File: src/vsi_pkg.sv
// types, constants and helpers shared by the voltage safety interlock
package vsi_pkg;

  localparam logic [7:0] STRIKE_LIMIT = 8'd3;
  localparam logic [7:0] RUN_MAX      = 8'hFF;

  localparam int unsigned THR_W  = 16;
  localparam int unsigned TICK_W = 20;
  localparam int unsigned CFG_IDX_W  = 3;
  localparam int unsigned CFG_DATA_W = 20;

  typedef enum logic [1:0] {
    OP_SAMPLE = 2'd0,
    OP_TICK   = 2'd1,
    OP_ACK    = 2'd2,
    OP_CLEAR  = 2'd3
  } op_t;

  typedef enum logic [3:0] {
    MS_SAFE   = 4'b0001,
    MS_WARN   = 4'b0010,
    MS_DANGER = 4'b0100,
    MS_LOCK   = 4'b1000
  } mode_state_t;

  localparam logic [1:0] MODE_SAFE   = 2'd0;
  localparam logic [1:0] MODE_WARN   = 2'd1;
  localparam logic [1:0] MODE_DANGER = 2'd2;
  localparam logic [1:0] MODE_LOCK   = 2'd3;

  localparam logic [2:0] LVL_NONE   = 3'd0;
  localparam logic [2:0] LVL_LOW    = 3'd1;
  localparam logic [2:0] LVL_MEDIUM = 3'd2;
  localparam logic [2:0] LVL_HIGH   = 3'd3;
  localparam logic [2:0] LVL_CRIT   = 3'd4;

  localparam logic [CFG_IDX_W-1:0] REG_CHECK_EN   = 3'd0;
  localparam logic [CFG_IDX_W-1:0] REG_LOCKOUT_EN = 3'd1;
  localparam logic [CFG_IDX_W-1:0] REG_THR_CRIT   = 3'd2;
  localparam logic [CFG_IDX_W-1:0] REG_THR_HIGH   = 3'd3;
  localparam logic [CFG_IDX_W-1:0] REG_THR_LOW    = 3'd4;
  localparam logic [CFG_IDX_W-1:0] REG_THR_AC     = 3'd5;
  localparam logic [CFG_IDX_W-1:0] REG_THR_DC     = 3'd6;
  localparam logic [CFG_IDX_W-1:0] REG_LOCK_TICKS = 3'd7;

  typedef struct packed {
    op_t               op;
    logic [THR_W-1:0]  voltage;
  } in_t;

  typedef struct packed {
    logic [2:0]        alert_level;
    logic              ac_danger;
    logic              dc_danger;
    logic              sample_safe;
    logic              check_pass;
    logic [1:0]        mode;
    logic              acknowledged;
    logic              can_proceed;
    logic              alert_active;
    logic [TICK_W-1:0] lockout_remaining;
  } out_t;

  typedef struct packed {
    logic              check_enable;
    logic              lockout_enable;
    logic [THR_W-1:0]  thr_critical;
    logic [THR_W-1:0]  thr_mains_high;
    logic [THR_W-1:0]  thr_mains_low;
    logic [THR_W-1:0]  thr_ac_danger;
    logic [THR_W-1:0]  thr_dc_danger;
    logic [TICK_W-1:0] lockout_ticks;
  } cfg_t;

  localparam cfg_t CFG_RESET = '{
    check_enable:   1'b1,
    lockout_enable: 1'b1,
    thr_critical:   16'd2500,
    thr_mains_high: 16'd1800,
    thr_mains_low:  16'd900,
    thr_ac_danger:  16'd500,
    thr_dc_danger:  16'd600,
    lockout_ticks:  20'd30000
  };

  function automatic logic [1:0] mode_code(input mode_state_t m);
    logic [1:0] c;
    case (m)
      MS_SAFE:   c = MODE_SAFE;
      MS_WARN:   c = MODE_WARN;
      MS_DANGER: c = MODE_DANGER;
      MS_LOCK:   c = MODE_LOCK;
      default:   c = MODE_SAFE;
    endcase
    return c;
  endfunction

endpackage

File: src/voltage_safety_interlock.sv
// voltage safety interlock: top level with input stage, state update and result register
// an accepted input beat is held in the input register, then its result is held in the result register
// throughput: one beat per cycle; the input register and the result register advance
//   together whenever the result register is empty or being taken
// reset (rst_n low, synchronous): configuration to its defaults, mode safe, not acknowledged,
//   danger count, lockout countdown and alert flag cleared, both stages empty
module voltage_safety_interlock (
  input  logic                                clk,
  input  logic                                rst_n,
  input  logic                                in_valid,
  output logic                                in_ready,
  input  vsi_pkg::in_t                        in_data,
  output logic                                out_valid,
  input  logic                                out_ready,
  output vsi_pkg::out_t                       out_data,
  input  logic                                cfg_we,
  input  logic [vsi_pkg::CFG_IDX_W-1:0]       cfg_idx,
  input  logic [vsi_pkg::CFG_DATA_W-1:0]      cfg_wdata
);
  import vsi_pkg::*;

  cfg_t              cfg_r;
  logic              s1_valid_r;
  in_t               s1_data_r;
  logic              out_valid_r;
  out_t              out_data_r;

  mode_state_t       mode_r, mode_nxt;
  logic              ack_r, ack_nxt;
  logic [7:0]        run_r, run_nxt;
  logic [TICK_W-1:0] cd_r, cd_nxt;
  logic              alert_r, alert_nxt;

  logic              adv;
  logic              s1_fire;
  logic              in_fire;
  logic [2:0]        cls_level;
  logic              cls_dc;
  logic [7:0]        run_inc;
  logic              lock_go;
  out_t              res;

  assign adv      = !out_valid_r || out_ready;
  assign s1_fire  = s1_valid_r && adv;
  assign in_ready = !s1_valid_r || adv;
  assign in_fire  = in_valid && in_ready;

  assign out_valid = out_valid_r;
  assign out_data  = out_data_r;

  vsi_classify u_cls (
    .voltage   (s1_data_r.voltage),
    .cfg       (cfg_r),
    .level     (cls_level),
    .dc_danger (cls_dc)
  );

  // configuration
  always_ff @(posedge clk) begin
    if (!rst_n) begin
      cfg_r <= CFG_RESET;
    end else if (cfg_we) begin
      case (cfg_idx)
        REG_CHECK_EN:   cfg_r.check_enable   <= cfg_wdata[0];
        REG_LOCKOUT_EN: cfg_r.lockout_enable <= cfg_wdata[0];
        REG_THR_CRIT:   cfg_r.thr_critical   <= cfg_wdata[THR_W-1:0];
        REG_THR_HIGH:   cfg_r.thr_mains_high <= cfg_wdata[THR_W-1:0];
        REG_THR_LOW:    cfg_r.thr_mains_low  <= cfg_wdata[THR_W-1:0];
        REG_THR_AC:     cfg_r.thr_ac_danger  <= cfg_wdata[THR_W-1:0];
        REG_THR_DC:     cfg_r.thr_dc_danger  <= cfg_wdata[THR_W-1:0];
        REG_LOCK_TICKS: cfg_r.lockout_ticks  <= cfg_wdata[TICK_W-1:0];
        default: begin
        end
      endcase
    end
  end

  // state update and result
  always_comb begin
    mode_nxt  = mode_r;
    ack_nxt   = ack_r;
    run_nxt   = run_r;
    cd_nxt    = cd_r;
    alert_nxt = alert_r;
    res       = '0;
    run_inc   = (run_r == RUN_MAX) ? run_r : run_r + 8'd1;
    lock_go   = 1'b0;
    if (s1_fire) begin
      case (s1_data_r.op)
        OP_SAMPLE: begin
          if (!cfg_r.check_enable) begin
            res.check_pass = 1'b1;
          end else if (mode_r != MS_LOCK) begin
            res.alert_level = cls_level;
            res.ac_danger   = (cls_level != LVL_NONE);
            res.sample_safe = (cls_level == LVL_NONE);
            res.dc_danger   = cls_dc;
            if (cls_level != LVL_NONE) begin
              run_nxt   = run_inc;
              lock_go   = cfg_r.lockout_enable &&
                          ((run_inc >= STRIKE_LIMIT) || (cls_level >= LVL_HIGH));
              alert_nxt = (cls_level != LVL_LOW);
              if (lock_go) begin
                mode_nxt = MS_LOCK;
                cd_nxt   = cfg_r.lockout_ticks;
              end else if (cls_level >= LVL_HIGH) begin
                mode_nxt = MS_DANGER;
              end else if (cls_level == LVL_MEDIUM) begin
                mode_nxt = MS_WARN;
              end else begin
                mode_nxt = MS_SAFE;
              end
            end else begin
              run_nxt        = '0;
              res.check_pass = 1'b1;
            end
          end
        end
        OP_TICK: begin
          if (mode_r == MS_LOCK && cd_r != '0) begin
            cd_nxt = cd_r - TICK_W'(1);
          end
        end
        OP_ACK: begin
          ack_nxt  = 1'b1;
          mode_nxt = MS_SAFE;
          cd_nxt   = '0;
        end
        OP_CLEAR: begin
          mode_nxt  = MS_SAFE;
          ack_nxt   = 1'b1;
          run_nxt   = '0;
          cd_nxt    = '0;
          alert_nxt = 1'b0;
        end
        default: begin
        end
      endcase
      // lockout ends once the countdown is spent
      if (mode_nxt == MS_LOCK && cd_nxt == '0) begin
        mode_nxt = MS_SAFE;
      end
    end
    res.mode              = mode_code(mode_nxt);
    res.acknowledged      = ack_nxt;
    res.can_proceed       = ack_nxt && (mode_nxt == MS_SAFE || mode_nxt == MS_WARN);
    res.alert_active      = alert_nxt;
    res.lockout_remaining = cd_nxt;
  end

  always_ff @(posedge clk) begin
    if (!rst_n) begin
      mode_r      <= MS_SAFE;
      ack_r       <= 1'b0;
      run_r       <= '0;
      cd_r        <= '0;
      alert_r     <= 1'b0;
      s1_valid_r  <= 1'b0;
      out_valid_r <= 1'b0;
    end else begin
      mode_r  <= mode_nxt;
      ack_r   <= ack_nxt;
      run_r   <= run_nxt;
      cd_r    <= cd_nxt;
      alert_r <= alert_nxt;
      if (in_fire) begin
        s1_valid_r <= 1'b1;
      end else if (adv) begin
        s1_valid_r <= 1'b0;
      end
      if (adv) begin
        out_valid_r <= s1_valid_r;
      end
    end
  end

  always_ff @(posedge clk) begin
    if (in_fire) begin
      s1_data_r <= in_data;
    end
    if (s1_fire) begin
      out_data_r <= res;
    end
  end

  a_mode_onehot: assert property (@(posedge clk) disable iff (!rst_n)
    $onehot(mode_r))
    else $error("mode state not one-hot");

  a_lock_has_time: assert property (@(posedge clk) disable iff (!rst_n)
    (mode_r == MS_LOCK) |-> (cd_r != '0))
    else $error("lockout held with no ticks left");

  a_tick_counts: assert property (@(posedge clk) disable iff (!rst_n)
    (s1_fire && s1_data_r.op == OP_TICK && mode_r == MS_LOCK && cd_r != '0)
      |=> (cd_r == $past(cd_r) - TICK_W'(1)))
    else $error("tick did not count lockout down");

  a_stall_holds: assert property (@(posedge clk) disable iff (!rst_n)
    (s1_valid_r && !adv) |=> (s1_valid_r && $stable(s1_data_r)))
    else $error("input stage lost a beat under stall");

  a_clear_resets: assert property (@(posedge clk) disable iff (!rst_n)
    (s1_fire && s1_data_r.op == OP_CLEAR) |=> (run_r == '0 && !alert_r && ack_r))
    else $error("clear left state behind");

endmodule

File: src/vsi_classify.sv
// threshold classifier: alert level and dc danger flag of one sample
module vsi_classify (
  input  logic [15:0]  voltage,
  input  vsi_pkg::cfg_t cfg,
  output logic [2:0]   level,
  output logic         dc_danger
);
  import vsi_pkg::*;

  always_comb begin
    if (voltage > cfg.thr_critical) begin
      level = LVL_CRIT;
    end else if (voltage >= cfg.thr_mains_high) begin
      level = LVL_HIGH;
    end else if (voltage >= cfg.thr_mains_low) begin
      level = LVL_MEDIUM;
    end else if (voltage >= cfg.thr_ac_danger) begin
      level = LVL_LOW;
    end else begin
      level = LVL_NONE;
    end
  end

  assign dc_danger = (voltage >= cfg.thr_dc_danger);

endmodule
File: config.mk
export PLATFORM = sky130hd
export DESIGN_NAME = voltage_safety_interlock
export DESIGN_NICKNAME = d
export VERILOG_FILES = /design/src/vsi_pkg.sv /design/src/voltage_safety_interlock.sv /design/src/vsi_classify.sv
export SDC_FILE = /design/constraint.sdc
export NUM_CORES = 1
export LEC_CHECK = 0
export ABC_AREA = 1
export BUFFER_PORTS_ARGS = -buffer_cell sky130_fd_sc_hd__buf_2
export CELL_PAD_IN_SITES_DETAIL_PLACEMENT = 0
export CELL_PAD_IN_SITES_GLOBAL_PLACEMENT = 1
export CORE_MARGIN = 3
export CORE_UTILIZATION = 25
export CTS_BUF_LIST = sky130_fd_sc_hd__clkbuf_2
export CTS_CLUSTER_SIZE = 12
export DETAILED_ROUTE_END_ITERATION = 10
export PLACE_DENSITY_LB_ADDON = 0.25
export SETUP_SLACK_MARGIN = 0.1
export SLEW_MARGIN = 20
export SYNTH_ARGS = -nofsm -noshare
export SYNTH_HDL_FRONTEND = slang
export SYNTH_SLANG_ARGS = --single-unit
export TNS_END_PERCENT = 50
File: constraint.sdc
create_clock -name clk -period 8.57 [get_ports clk]
set_clock_uncertainty 0.1 [all_clocks]
set_input_delay 1.714 -clock clk [delete_from_list [all_inputs] [get_ports clk]]
set_output_delay 1.714 -clock clk [all_outputs]
set_load 0.005 [all_outputs]
Word-level counts from Yosys, hierarchy flattened
Index checks and enable logic that the tools add are counted.
Operators by class
  $add $sub $neg: 2
  magnitude comparators: 7
  equal/unequal tests: 22
  multiplexer cells: 40
  reduce and logical (&&, ||, !) cells: 31
Operators by type and width (number)
  2-to-1 mux 20 bit: 7
  >= comparator 16 bit: 4
  one-hot mux 20 bit (3 select lines): 1
  2-to-1 mux 8 bit: 4
  2-to-1 mux 4 bit: 7
  zero test 20 bit: 1
  nonzero test 20 bit: 1
  subtractor 20 x 1 -> 20 bit (second input constant): 1
  > comparator 16 bit: 1
  one-hot mux 8 bit (2 select lines): 1
  AND reduction 2 bit: 8
  equality test 3 bit (second input constant): 4
  equality test 4 bit (second input constant): 3
  2-to-1 mux 1 bit: 12
  2-to-1 mux 3 bit: 4
  equality test 3 x 2 -> 1 bit (second input constant): 3
  adder 8 x 1 -> 8 bit (second input constant): 1
  equality test 8 bit (second input constant): 1
  >= comparator 8 x 2 -> 1 bit (second input constant): 1
  one-hot mux 4 bit (2 select lines): 1
  logical AND 1 bit: 6
  zero test 3 bit: 2
  one-hot mux 2 bit (3 select lines): 1
  equality test 2 bit (second input constant): 2
  other kinds (19): 25
Word-level totals
  bits in registers: 188
  output and inout bits: 34

Logic depth before layout (Yosys ltp)
  depth in word-level cells: 21
  depth in mapped cells: 31
  mapped depth without buffers: 30

By module
Synthesis repeated with hierarchy kept, for this count alone.
Unflattened totals
  cells, all modules: 1454
  area, all modules: 10503.8 um^2
Modules (own cells, without submodules)
  voltage_safety_interlock: times used 1, cells each 1110, area an instance 8355.5 um^2
  vsi_classify: times used 1, cells each 344, area an instance 2148.3 um^2

Worst setup path before layout
No wires, ideal clock.
  path kind: input to register
  start: input port out_ready
  end: register out_data_r (netlist bit out_data[23]) (data pin)
  library setup time: 252 ps
  arrival time: 3700 ps
  required time: 8218 ps
  slack: 4518 ps
  cell stages on the path: 10
  cells stage by stage: inv_1 nand2_1 nand2_1 clkinv_1 o21ai_0 inv_1 nand3_1 inv_1 nand2_1 nand2_1
RTL lines
  start: declaration: RTL line voltage_safety_interlock.sv:14  | input logic out_ready,
  end signal: assignment: RTL line voltage_safety_interlock.sv:182  | out_data_r <= res;
  end: declaration: RTL line voltage_safety_interlock.sv:26  | out_t out_data_r;

==> impl_metrics.toml <==
[detailed_routing]
wl_per_cell_um = 15.1
postRouteAntennaNets = 0
drc = 0
wl_mm = 29.3
drtIter0Drc = 387
first_pass_iters = 5
post_drt_via_cell_ratio = 4.33
vias = 8405

[layout]
drive_above_1_share_pct = 11.0
syn_to_final_growth_pct = 11.4
final_cells = 1943
fill_cells = 4364
fin_nets = 1537

[critical_path]
worst-r2r-cell-count = 23
rr_endpoint = "out_data[24]"
critical_path.max_fanout = 20
crit_end = "out_data[24]"
cp_slowest_cell = "nor2_2"
end_kind = "flop"
critPathKind = "flop to flop"
reg2reg_slack_ns = 4.31
crit_buf_inv = 1
crit_chain = "ha_1 -> nand2_1 -> nor2_1 -> nor2b_1 -> nand3_1 -> nand3_1 -> nor2_1 -> nand3_2 -> nand2_2 -> nor2_2 -> nand2_1 -> nand3_1 -> nand2_1 -> inv_1 -> nand2_1 -> nor2_1 -> nand2_1 -> nor2_2 -> nand2_2 -> nand2_2 -> nand3_1 -> nand2_1 -> nor2_1"
cp.required_ns = 9.09
crit_family = "simple AND/OR/NAND/NOR gates"
worst_setup_path_start_kind = "flop"
r2r_start = "s1_data_r[15]"
path_common_cell = "nand2_1"
slowest_delay_ns = 0.65
crit_path_start = "s1_data_r[15]"
arrival_ns = 4.78
crit_cells = 23

[grt]
grt_pass1_wl_mm = 46.4
track_usage_pct = 13.8
grt_pass1_vias = 8093
antenna_found_initial = 1
gr-total-overflow = 0
grt_max_degree = 65

[floorplanning]
ios = 80
die_area_mm2 = 0.0431
fp.coreArea_mm2 = 0.0399
start_util_pct = 25.5
rows = 73
die_w_um = 208
die_h_um = 208

[timing]
rsz0062_at_grt = "false"
finalHoldViolations = 0
worstMarginPinSlew_ns = 1.03
slew_violations = 0
fin_ws_ns = 4.31
fin_tns_setup_ns = 0
period_needed_ns = 4.26
fmax_mhz = 235
slew_headroom_pct = 31.4
finalCritPeriodShare_pct = 49.7
setup_violations = 0

[clock_network]
cts_setup_buffers = 0
cts-htree-levels = 4
clock-sinks = 188
clk_latency_ns = 0.87
ctsResizeCount = 0
cts_root_buf = "clkbuf_2"
cts_buffer_depth = 2
cts_tree = "done"
numCtsBuffers = 17
clk_pin_slew_ns = 0.30
postCtsHoldBufs = 0

[synthesis]
synth_top_area_cell = "dfxtp_1"
synth_top_area_share_pct = 27.2
synthTopCellsByCount = "284 x nand2_1, 207 x inv_1, 138 x dfxtp_1"
async_flop_share_pct = 0
syn_area_mm2 = 0.0102
synth_most_common_cell = "nand2_1"
synth_flop_cell = "dfxtp_1"
ys_ff_latch = 188
synth-edff-count = 50
synthesis.nets = 1470
yosys_warnings = 0
synth.yosys.seq_area_share_pct = 41.9
synth_area_per_cell_um2 = 7.60
synth_cells = 1337
synthTopCellsByArea = "dfxtp_1 27%, edfxtp_1 15%, ha_1 11%"
ys_types = 43

[placement]
dp.cells = 1910
dp_slack_ns = 4.05
port_buffers = 79
place.gp.congestion = 0.779
dp_hpwl_mm = 21.9

[power]
total_power_mw = 1.70
p_per_area_mw_per_mm2 = 150
max-vdd-ir-drop_v = 0.0000794
power_leakage_nw = 5.07

[outcome]
outcome = "finished, final reports clean"

[min_path]
min_path_type = "flop to flop"

[flow_run]
max_cap_violations = 0
## routing by layer
metal	global-route usage, %	vias to the layer above	wire length, um
li1	-	4476	-
met1	18.7	3826	14400
met2	22.9	94	13900
met3	2.78	9	859
met4	2.67	0	208
met5	0	-	0
## state kept, by name, summed over array words and instances (netlist names), 4 cells and up
signal     cells
out_data      32
s1_data_r     18
run_r          8
cd_r          20
cfg_r        102
mode_r         4
## per-stage QoR
stage / util, % / cell area (um2) / hold WS, ns
after floorplan: - / 10200 / 0.330
after global placement: 27.8 / 11100 / 0.347
after detailed placement: 27.8 / 11100 / 0.355
after CTS: 28.4 / 11300 / 0.381
after global routing: 28.4 / 11300 / 0.399
final: 28.4 / 11300 / 0.375
## worst min-delay path, stage by stage (launching register included)
cell     delay, ns
dfxtp_1       0.35
inv_1         0.06
a21oi_1       0.05
## report_power, final
part           internal, mW  switching, mW
Sequential            0.949         0.0199
Clock                 0.140          0.334
Combinational        0.0860          0.172
## worst min path at each step
stage,startpoint,cells after the start,endpoint,slack (ns)
finish,cfg_r[11],2,cfg_r[11],0.37
detailed placement,cfg_r[11],2,cfg_r[11],0.35
floorplan,cfg_r[16],2,cfg_r[16],0.33
global placement,cfg_r[11],2,cfg_r[11],0.35
CTS,cfg_r[11],2,cfg_r[11],0.38
global route,cfg_r[28],2,cfg_r[28],0.40
## placed cells by master (no fill, tap or decap), drive strengths merged, types with 19 or more instances in the layout
cell / instances
o211ai: 25
nand2: 297
ha: 87
buf: 88
edfxtp: 50
clkbuf: 19
dfxtp: 138
nand3: 51
o21ai: 127
a21oi: 125
inv: 220
nor2: 118
## cell type report
type	count	area (um2)	share of cell area, %
tap	525	657	5.80
antenna	1	2.50	0.0221
clock buffer	19	95.1	0.839
sequential	188	4260	37.6
inverter	218	818	7.22
clock inverter	13	139	1.23
timing repair buffer	88	463	4.09
multi-input combinational	891	4890	43.2
## cell families after synthesis
logic type	count (synthesis)	share of synthesized area (%)
AOI/OAI and AO/OA	298	15.9
buffers and inverters	258	9.96
DFF	188	41.9
adders and majority gates	87	10.7
and+or+nand+nor	495	20.6
xor gates and xnor gates	11	0.948
(Power assumes the default switching activity.)
